[src/sv/tty_echo_tx_queue_engine_macros.svh]
// assertion macros shared by the queue engine rtl
// depends on a clk and an active-low rst_n in the including module
`ifndef TTY_ECHO_TX_QUEUE_ENGINE_MACROS_SVH
`define TTY_ECHO_TX_QUEUE_ENGINE_MACROS_SVH

// same-cycle implication, checked outside reset
`define TTEQ_ASSERT_IMP(label, ante, cons, msg) \
  label: assert property (@(posedge clk) disable iff (!rst_n) (ante) |-> (cons)) \
    else $error(msg);

// next-cycle implication, checked outside reset
`define TTEQ_ASSERT_NXT(label, ante, cons, msg) \
  label: assert property (@(posedge clk) disable iff (!rst_n) (ante) |=> (cons)) \
    else $error(msg);

`endif

[src/sv/tteq_pkg.sv]
// types and constants for the tty echo / transmit queue engine
// no dependencies; used by every module of the block
package tteq_pkg;

  localparam int QUEUE_DEPTH = 8;
  localparam int CNT_W       = $clog2(QUEUE_DEPTH + 1);

  typedef enum logic [1:0] {
    CMD_RX_CHAR  = 2'd0,
    CMD_TX_READY = 2'd1,
    CMD_WRITE    = 2'd2,
    CMD_READ     = 2'd3
  } cmd_t;

  typedef struct packed {
    cmd_t       cmd;
    logic [7:0] data_byte;
  } in_word_t;

  typedef struct packed {
    logic       tx_valid;
    logic [7:0] tx_byte;
    logic       tx_irq_enabled;
    logic       read_valid;
    logic [7:0] read_byte;
    logic       write_accepted;
    logic       rx_dropped;
  } out_word_t;

  // per-cell control from the queue to one byte cell
  typedef struct packed {
    logic load;
    logic shift;
  } cell_ctl_t;

endpackage

[src/sv/tteq_cell.sv]
// one byte cell of a shifting queue
// depends on tteq_pkg
module tteq_cell (
  input  logic                clk,
  input  tteq_pkg::cell_ctl_t ctl,
  input  logic [7:0]          load_data,
  input  logic [7:0]          shift_in,
  output logic [7:0]          data
);

  logic [7:0] data_r;
  logic [7:0] data_nxt;

  always_comb begin
    data_nxt = data_r;
    if (ctl.load) begin
      data_nxt = load_data;
    end else if (ctl.shift) begin
      data_nxt = shift_in;
    end
  end

  always_ff @(posedge clk) begin
    data_r <= data_nxt;
  end

  assign data = data_r;

endmodule

[src/sv/tteq_fifo.sv]
// byte queue built as a row of cells, head in cell 0, shifting on pop
// depends on tteq_pkg, tteq_cell and the assertion macro header
`include "tty_echo_tx_queue_engine_macros.svh"

module tteq_fifo (
  input  logic                       clk,
  input  logic                       rst_n,
  input  logic                       push,
  input  logic                       pop,
  input  logic [7:0]                 din,
  output logic [7:0]                 head,
  output logic [tteq_pkg::CNT_W-1:0] count,
  output logic                       full,
  output logic                       empty
);

  localparam int D = tteq_pkg::QUEUE_DEPTH;
  localparam int W = tteq_pkg::CNT_W;

  logic [W-1:0]        count_r;
  logic [W-1:0]        count_nxt;
  logic [W-1:0]        load_idx;
  logic                push_ok;
  logic                pop_ok;
  logic [7:0]          cell_q [D];
  tteq_pkg::cell_ctl_t ctl [D];

  assign full    = (count_r == W'(D));
  assign empty   = (count_r == '0);
  assign push_ok = push && !full;
  assign pop_ok  = pop && !empty;

  // new byte lands just past the last live entry, one lower when shifting
  assign load_idx = pop_ok ? (count_r - W'(1)) : count_r;

  always_comb begin
    count_nxt = count_r;
    if (push_ok && !pop_ok) begin
      count_nxt = count_r + W'(1);
    end else if (pop_ok && !push_ok) begin
      count_nxt = count_r - W'(1);
    end
  end

  always_ff @(posedge clk) begin
    if (!rst_n) begin
      count_r <= '0;
    end else begin
      count_r <= count_nxt;
    end
  end

  for (genvar i = 0; i < D; i++) begin : g_cell
    logic [7:0] nbr;
    if (i == D - 1) begin : g_last
      assign nbr = '0;
    end else begin : g_mid
      assign nbr = cell_q[i+1];
    end
    assign ctl[i].load  = push_ok && (load_idx == W'(i));
    assign ctl[i].shift = pop_ok;
    tteq_cell u_cell (
      .clk       (clk),
      .ctl       (ctl[i]),
      .load_data (din),
      .shift_in  (nbr),
      .data      (cell_q[i])
    );
  end

  assign head  = cell_q[0];
  assign count = count_r;

  `TTEQ_ASSERT_IMP(a_count_range, 1'b1, count_r <= W'(D), "queue count beyond depth")
  `TTEQ_ASSERT_NXT(a_pop_dec, pop_ok && !push_ok, count_r == $past(count_r) - W'(1), "pop miscount")
  `TTEQ_ASSERT_NXT(a_pop_shift, pop_ok && !push_ok && (count_r > W'(1)), cell_q[0] == $past(cell_q[1]), "head not shifted")

endmodule

[src/sv/tty_echo_tx_queue_engine.sv]
// tty echo / transmit queue engine: receive, echo and transmit byte queues
// the result word strobes on out_valid the cycle after start
// throughput: one event word per cycle, busy is never raised
// each queue is a row of byte cells: a push loads past the tail, a pop shifts toward the head
// reset: queues empty, transmit interrupt flag off, echo enabled
// the receiver cannot stall: every result word is shown for exactly one cycle
`include "tty_echo_tx_queue_engine_macros.svh"

module tty_echo_tx_queue_engine (
  input  logic                clk,
  input  logic                rst_n,
  // event word
  input  logic                start,
  output logic                busy,
  input  tteq_pkg::in_word_t  in_data,
  // result word
  output logic                out_valid,
  output tteq_pkg::out_word_t out_data,
  // echo enable register
  input  logic                cfg_we,
  input  logic                cfg_wdata
);

  localparam int W = tteq_pkg::CNT_W;
  localparam int D = tteq_pkg::QUEUE_DEPTH;

  logic                accept;
  logic                echo_en_r;
  logic                irq_r;
  logic                irq_nxt;
  logic                out_valid_r;
  tteq_pkg::out_word_t out_r;
  tteq_pkg::out_word_t out_nxt;

  // queue hookup
  logic         rx_push,   rx_pop,   rx_full,   rx_empty;
  logic         echo_push, echo_pop, echo_full, echo_empty;
  logic         tx_push,   tx_pop,   tx_full,   tx_empty;
  logic [7:0]   rx_head,   echo_head, tx_head;
  logic [W-1:0] rx_count,  echo_count, tx_count;

  // event kinds seen by the checks below
  logic         rd_other;
  logic         wr_empty;

  // each event is decoded as it is accepted, so never busy
  assign busy   = 1'b0;
  assign accept = start && !busy;

  assign rd_other = accept && (in_data.cmd != tteq_pkg::CMD_READ);
  assign wr_empty = accept && (in_data.cmd == tteq_pkg::CMD_WRITE) && (tx_count == '0);

  always_ff @(posedge clk) begin
    if (!rst_n) begin
      echo_en_r <= 1'b1;
    end else if (cfg_we) begin
      echo_en_r <= cfg_wdata;
    end
  end

  // event decode: pushes and pops, result word and next interrupt flag
  always_comb begin
    rx_push   = 1'b0;
    rx_pop    = 1'b0;
    echo_push = 1'b0;
    echo_pop  = 1'b0;
    tx_push   = 1'b0;
    tx_pop    = 1'b0;
    irq_nxt   = irq_r;
    out_nxt   = '0;
    if (accept) begin
      case (in_data.cmd)
        tteq_pkg::CMD_RX_CHAR: begin
          rx_push            = 1'b1;
          out_nxt.rx_dropped = rx_full;
          if (echo_en_r) begin
            echo_push = 1'b1;
            // echo queue holds exactly one byte afterwards only if it was empty
            if (echo_empty) begin
              irq_nxt = 1'b1;
            end
          end
        end
        tteq_pkg::CMD_TX_READY: begin
          // echo traffic goes ahead of software writes
          if (!echo_empty) begin
            echo_pop         = 1'b1;
            out_nxt.tx_valid = 1'b1;
            out_nxt.tx_byte  = echo_head;
          end else if (!tx_empty) begin
            tx_pop           = 1'b1;
            out_nxt.tx_valid = 1'b1;
            out_nxt.tx_byte  = tx_head;
            irq_nxt          = 1'b1;
          end else begin
            irq_nxt = 1'b0;
          end
        end
        tteq_pkg::CMD_WRITE: begin
          tx_push                = 1'b1;
          out_nxt.write_accepted = !tx_full;
          irq_nxt                = 1'b1;
        end
        tteq_pkg::CMD_READ: begin
          if (!rx_empty) begin
            rx_pop             = 1'b1;
            out_nxt.read_valid = 1'b1;
            out_nxt.read_byte  = rx_head;
          end
        end
        default: begin
          out_nxt = '0;
        end
      endcase
    end
    out_nxt.tx_irq_enabled = irq_nxt;
  end

  always_ff @(posedge clk) begin
    if (!rst_n) begin
      irq_r       <= 1'b0;
      out_valid_r <= 1'b0;
    end else begin
      irq_r       <= irq_nxt;
      out_valid_r <= accept;
    end
  end

  // result payload, qualified by out_valid
  always_ff @(posedge clk) begin
    out_r <= out_nxt;
  end

  assign out_valid = out_valid_r;
  assign out_data  = out_r;

  tteq_fifo u_rx_q (
    .clk   (clk),
    .rst_n (rst_n),
    .push  (rx_push),
    .pop   (rx_pop),
    .din   (in_data.data_byte),
    .head  (rx_head),
    .count (rx_count),
    .full  (rx_full),
    .empty (rx_empty)
  );

  tteq_fifo u_echo_q (
    .clk   (clk),
    .rst_n (rst_n),
    .push  (echo_push),
    .pop   (echo_pop),
    .din   (in_data.data_byte),
    .head  (echo_head),
    .count (echo_count),
    .full  (echo_full),
    .empty (echo_empty)
  );

  tteq_fifo u_tx_q (
    .clk   (clk),
    .rst_n (rst_n),
    .push  (tx_push),
    .pop   (tx_pop),
    .din   (in_data.data_byte),
    .head  (tx_head),
    .count (tx_count),
    .full  (tx_full),
    .empty (tx_empty)
  );

  // echo byte always drains before a software-written byte
  `TTEQ_ASSERT_IMP(a_echo_first, tx_pop, echo_count == '0, "tx queue popped ahead of echo")
  // a read word only comes back from a read event that found data
  `TTEQ_ASSERT_NXT(a_read_src, rd_other, !out_data.read_valid, "stray read word")
  // the reported interrupt enable matches the flag that was stored
  `TTEQ_ASSERT_IMP(a_irq_match, out_valid, out_data.tx_irq_enabled == irq_r, "irq report mismatch")
  // a write to an empty tx queue is accepted and leaves it holding one byte
  `TTEQ_ASSERT_NXT(a_wr_count, wr_empty, tx_count == W'(1) && out_data.write_accepted, "write lost")
  // rx and echo full flags agree with the counts
  `TTEQ_ASSERT_IMP(a_rx_full, rx_full, rx_count == W'(D), "rx full flag off count")
  `TTEQ_ASSERT_IMP(a_echo_full, echo_full, echo_count == W'(D), "echo full flag off count")

endmodule
[config.mk]
export PLATFORM = sky130hd
export DESIGN_NAME = tty_echo_tx_queue_engine
export DESIGN_NICKNAME = d
export VERILOG_FILES = /design/src/sv/tteq_pkg.sv /design/src/sv/tteq_cell.sv /design/src/sv/tteq_fifo.sv /design/src/sv/tty_echo_tx_queue_engine.sv
export VERILOG_INCLUDE_DIRS = /design/src /design/src/sv
export SDC_FILE = /design/constraint.sdc
export NUM_CORES = 1
export LEC_CHECK = 0
export BUFFER_PORTS_ARGS = -buffer_cell sky130_fd_sc_hd__buf_2
export CAP_MARGIN = 10
export CORE_ASPECT_RATIO = 0.6
export CORE_MARGIN = 2
export CORE_UTILIZATION = 40
export CTS_CLUSTER_DIAMETER = 80
export CTS_CLUSTER_SIZE = 8
export DETAILED_ROUTE_END_ITERATION = 8
export GPL_ROUTABILITY_DRIVEN = 1
export SLEW_MARGIN = 20
export SYNTH_ARGS = -nofsm -noshare
export SYNTH_HDL_FRONTEND = slang
export SYNTH_HIERARCHICAL = 1
export SYNTH_SLANG_ARGS = --single-unit
export TNS_END_PERCENT = 100
[constraint.sdc]
create_clock -name clk -period 3.9 [get_ports clk]
set_clock_uncertainty 0.05 [all_clocks]
set_input_delay 0.585 -clock clk [delete_from_list [all_inputs] [get_ports clk]]
set_output_delay 0.585 -clock clk [all_outputs]
set_load 0.05 [all_outputs]
==> reports/metrics.csv, run 1 <==
metric;value;unit
synth_area_per_cell;16.56;µm²
vias;5622;
routed_via_density;4.889;
gp_congestion;0.8378;
cts_buffer_depth;3;
die_area;29340;µm²
cts_hold_buf;0;
period_needed;3687;ps
clk_pin_slew;50;ps
synth-xor-area-share;0.9403;%
io_buffers;36;
grt.total_usage;14.63;%
area_delta_synth_final;14.72;%
syn_inst;675;
setup_ws;212.8;ps
synth_fa_ha_area_share;1.008;%
final_nets;793;
drc;0;
whs;293.2;ps
first_iter_violations;523;
finalInstanceArea;12820;µm²
critPathMaxStageDelay;630;ps
clk_latency;500;ps
synth_top_family_by_area;multiplexers;
core_area;27520;µm²
yosys.area_share.simple;7.623;%
grt_pass1_vias;5819;
max_freq;271.2;MHz
wl_per_cell;18.42;µm
finalCoreUtilization;46.59;%
crit_buf_inv;2;
post-route-period-util;94.54;%
cp-end-kind;flop;
antenna_found_initial;0;
critPathArrivalTime;3840;ps
slew_violations;0;
rows;47;
yosysSeqAreaShare;58.03;%
slew_headroom;44.82;%
cts_tree;built;
ios;38;
max_cap_violations;0;
power.total;5.902;mW
cp_slowest_cell;a41oi_1;
grt_max_degree;25;
postRouteAntennaNets;0;
syn_area;11180;µm²
start_util;40.61;%
grt_pass1_wl;32610;µm
die_w;219.8;µm
root_buffer;clkbuf_16;
path_class;reg -> reg;
ys_ff_latch;228;
finalSetupViolCount;0;
worstPathMaxFanout;14;
drt_wl_total;21180;µm
cp_top_family;simple AND/OR/NAND/NOR gates;
irDropWorstVdd;0.3258;mV
hold_class;in -> reg;
clock-sinks;228;
p_leak;4.886;nW
antenna_cells;0;
gr-total-overflow;0;
status;completed;
critPathLaunchType;flop;
cp.required;4050;ps
synth_compound_area_share;2.731;%
cts_buffers;34;
power.density;460.3;nW/µm²
synthMuxAreaShare;26.24;%
pre_cts_slack;81.78;ps
ctsHtreeMaxLevel;2;
tightestPinTransition;816.9;ps
dpl.hpwl;13760;µm
postPlaceCellArea;11780;µm²
ys_warn_count;6;
crit_chain;inv_1, ha_1, nand2b_1, nor2_1, nor2_4, xor2_1, and3_1, a41oi_1, nor3_2, buf_4, or2_1;
die_height;133.5;µm
hold_viol;0;
drive_above_1_share;40.49;%
firstDrtPassIters;4;
synthDistinctLibCells;42;
logic make-up after synthesis:
logic type,Yosys count
AO/OA/AOI/OAI,41
XOR/XNOR,12
adder cells (fa/ha/maj),9
buffers and inverters,42
flip-flops,228
multiplexers,197
other,4
AND/OR/NAND/NOR,142
report_power, final:
part / internal [mW] / switching, mW
clock: 1.76 / 0.959
combinational: 0.177 / 0.269
sequential: 2.70 / 0.0372
Yosys cell counts:
master	count	area share [%]
xnor2_1	6	0.47
o211a_1	1	0.090
nand2_1	11	0.37
nor4_1	3	0.17
a32oi_1	3	0.24
a21oi_2	3	0.24
and3_1	3	0.17
nor3b_4	2	0.34
mux2_4	192	26
buf_4	2	0.13
nand3b_4	1	0.18
conb_1	4	0.13
ha_1	9	1.0
nand4_1	3	0.17
or4_4	3	0.30
or2_1	24	1.3
o21ai_0	10	0.45
o22ai_1	3	0.17
and2_2	1	0.067
nand3b_1	3	0.20
nor2_2	1	0.056
a21boi_0	3	0.20
nor3_1	34	1.5
edfxtp_1	192	52
nand4b_1	1	0.078
nor2b_1	6	0.34
a22o_2	7	0.63
a2bb2oi_1	3	0.24
a22o_1	1	0.078
or3_1	3	0.17
mux2i_1	5	0.45
xor2_1	6	0.47
nand2b_1	4	0.22
a21oi_1	1	0.045
o21ai_1	3	0.13
inv_1	13	0.44
buf_6	27	2.7
dfxtp_1	36	6.4
nor3b_1	6	0.40
a41oi_1	3	0.24
and2_1	19	1.1
nor2_1	14	0.47
sequential cells by signal, indices dropped and copies added, names as in the netlist:
register	count
u_echo_q/g_cell.u_cell/data	64
u_rx_q/g_cell.u_cell/data	64
u_tx_q/g_cell.u_cell/data	64
out_data	21
u_echo_q/count	4
u_rx_q/count	4
u_tx_q/count	4
echo_en_r	1
irq_r	1
out_valid	1
layout make-up:
| class | instances | area [µm²] |
|---|---|---|
| fillers | 2383 | 14700 |
| multi-input cells | 426 | 4422 |
| flip-flops and latches | 228 | 6486 |
| inverters | 13 | 48.80 |
| clock inverters | 1 | 30.03 |
| repair buffers | 66 | 405.4 |
| clock buffers | 49 | 970.9 |
| well taps | 367 | 459.2 |
layer usage:
metal  share of wire (%)  wire [µm]  up-vias  track usage (%)
met5                   0          0        -                0
met4                 1.7        354        0            4.176
met3                 5.0       1060       35            3.379
met2                  39       8225      127            19.22
met1                  54      11540     2743            23.53
li1                    -          -     2717                -
worst min-delay path, delay by kind of cell:
family / cells / cell delay [ps]
muxes: 1 / 70
and+or+nand+nor: 1 / 70
buffers and inverters: 1 / 80
worst paths after layout:
path	start	to	slack (ps)	cells past startpoint
hold / removal	cfg_wdata	echo_en_r	290	3
setup reg to reg	u_echo_q/count[0]	u_echo_q/g_cell[7].u_cell/data[6]	210	11
setup / recovery	u_echo_q/count[0]	u_echo_q/g_cell[7].u_cell/data[6]	210	11
hold reg to reg	u_rx_q/g_cell[0].u_cell/data[1]	out_data[3]	390	1
metrics by stage:
stage | TNS, ps | cells
global route | -0.3486 | 1150
detailed placement | 0 | 1097
global placement | 0 | 1097
CTS | 0 | 1147
floorplan | 0 | 696
finish | 0 | 1150
cell usage in the layout, fill, tap and decap left out, types with 4 or more instances in the layout:
cell and count:
a22o_2 7, and2_1 19, buf_2 36, buf_4 30, clkbuf_1 12, clkbuf_16 37
conb_1 25, dfxtp_1 36, edfxtp_1 192, ha_1 9, inv_1 13, mux2_4 192
mux2i_1 5, nand2_1 11, nand2b_1 4, nor2_1 14, nor2b_1 6, nor3_1 31
nor3b_1 6, o21ai_0 9, o21ai_1 4, or2_1 24, xnor2_1 6, xor2_1 6
what timing repair did:
action,in CTS,in global routing
gates resized for setup,0,4
setup endpoints to repair,0,176
buffers inserted,0,3
No activity file was read; power rests on OpenSTA's default activity.
==> inputs of run 2 (changes only) <==
--- a/config.mk
+++ b/config.mk
@@ -15,6 +15,7 @@
 export CTS_CLUSTER_SIZE = 8
 export DETAILED_ROUTE_END_ITERATION = 8
 export GPL_ROUTABILITY_DRIVEN = 1
+export PLACE_DENSITY = 0.65
 export SLEW_MARGIN = 20
 export SYNTH_ARGS = -nofsm -noshare
 export SYNTH_HDL_FRONTEND = slang
==> run 2 against run 1 <==
  * Highest routed layer unchanged
  * Design area increased by 0.19%
  * Register-to-register slack improved by 110 ps
  * Clock power down 4%
  * Global-route usage shrank 1.4 points
  * Non-clock buffer count up 5
  * Total power decreased by 1.6%
  * Flip-flop and latch count is the same
  * Die area unchanged
  * Core utilization is 0.091 points higher
  * Combinational power grew 2%
==> reports/metrics.csv, run 2 (synthesis results as in run 1) <==
metric;value;unit;change
p_leak;4.887;nW;about the same
post-route-period-util;91.60;%;-2.9 points
power.total;5.805;mW;-1.6%
rsz0062_at_grt;false;;
cts_hold_buf;0;;unchanged
finalSetupViolCount;0;;unchanged
gp_congestion;0.8279;;-1.2%
slew_violations;0;;unchanged
critPathLaunchType;flop;;
dpl.hpwl;12340;µm;-10%
start_util;40.61;%;unchanged
die_area;29340;µm²;unchanged
hold_viol;0;;unchanged
ctsHtreeMaxLevel;2;;unchanged
finalSetupTns;0;ps;unchanged
clk_latency;490;ps;about the same
grt.total_usage;13.26;%;-1.4 points
path_class;reg -> reg;;
placed_cells;1105;;+0.73%
antenna_cells;0;;unchanged
drc;0;;unchanged
die_w;219.8;µm;unchanged
cts_buffer_depth;3;;unchanged
setup_ws;327.7;ps;+115.0 ps
postPlaceCellArea;11880;µm²;+0.81%
routed_via_density;4.720;;-3.5%
pre_cts_slack;240.0;ps;+158.2 ps
power.density;451.9;nW/µm²;-1.8%
io_buffers;36;;unchanged
worstPathMaxFanout;14;;unchanged
max_freq;279.9;MHz;+3.2%
ios;38;;unchanged
firstDrtPassIters;5;;+1
wl_per_cell;16.81;µm;-8.7%
grt_max_degree;25;;unchanged
gr-total-overflow;0;;unchanged
root_buffer;clkbuf_16;;
final_nets;798;;+0.63%
cts_setup_buffers;0;;unchanged
core_area;27520;µm²;unchanged
fin_cells;1152;;+0.17%
cp-end-kind;flop;;
fillers;2377;;-0.25%
routed.top_layer;met4;;
multiInputGateArea;4458;µm²;+0.82%
area_delta_synth_final;14.94;%;
tightestPinTransition;723.6;ps;-93.30 ps
irDropWorstVdd;0.3037;mV;-6.8%
status;completed;;
slew_headroom;51.25;%;+6.4 points
clock-sinks;228;;unchanged
critPathArrivalTime;3710;ps;-130 ps
clk_pin_slew;50;ps;about the same
drt_wl_total;19370;µm;-8.5%
hold_class;in -> reg;;
final-seq-area;6486;µm²;unchanged
rows;47;;unchanged
grt_pass1_wl;29610;µm;-9.2%
dr_wl_met2;7254;µm;-12%
antenna_found_initial;0;;unchanged
post_cts_resized;0;;unchanged
postRouteAntennaNets;0;;unchanged
drive_above_1_share;41.66;%;+1.2 points
cts_tree;built;;
first_iter_violations;441;;-16%
whs;281.5;ps;-11.69 ps
finalCoreUtilization;46.68;%;+0.091 points
layout_common_cells;mux2_4, edfxtp_1, dfxtp_1, buf_2;;
finalInstanceArea;12850;µm²;+0.19%
die_height;133.5;µm;unchanged
grt_pass1_vias;5196;;-11%
wl_met1;10680;µm;-7.5%
cts_buffers;34;;unchanged
cp.required;4040;ps;about the same
period_needed;3572;ps;-115.0 ps
vias;5437;;-3.3%
met3_length;1035;µm;-2.4%
max_cap_violations;0;;unchanged
## run 2: worst max-delay path, stage by stage, from the launching register on
cell      delay [ps]
dfxtp_1          480
inv_1            110
ha_1             250
nand2b_1         170
nor2_1           100
nor3b_4          480
xor2_1           220
nor2_1            50
o21ai_0          570
nor3_1           190
buf_4            240
or2_1            360
## run 2: power breakdown
group          internal, mW  total [mW]  leakage [nW]  switching (mW)
combinational         0.189       0.455          2.40           0.266
sequential             2.70        2.73          2.02          0.0321
clock                  1.67        2.62         0.462           0.946
total                  4.56        5.81          4.89            1.24
## run 2: final timing paths
path	start	to	slack, ps	cells past startpoint
hold reg to reg	u_rx_q/g_cell[0].u_cell/data[5]	out_data[7]	390	1
setup reg to reg	u_rx_q/count[1]	u_rx_q/g_cell[4].u_cell/data[2]	330	11
hold / removal	cfg_wdata	echo_en_r	280	3
setup / recovery	u_rx_q/count[1]	u_rx_q/g_cell[4].u_cell/data[2]	330	11
## run 2: cell type report
type / count / share of cell area [%]
Sequential cell: 228 / 50.49
Multi-Input combinational cell: 426 / 34.70
Clock buffer: 45 / 7.109
Tap cell: 367 / 3.574
Timing Repair Buffer: 71 / 3.448
Inverter: 13 / 0.3798
Clock inverter: 2 / 0.3019
## run 2: layer usage
metal | global-route usage (%) | vias up
met2 | 17.17 | 135
met3 | 2.900 | 34
met4 | 4.512 | 0
met1 | 21.36 | 2542
li1 | - | 2726
met5 | 0 | -
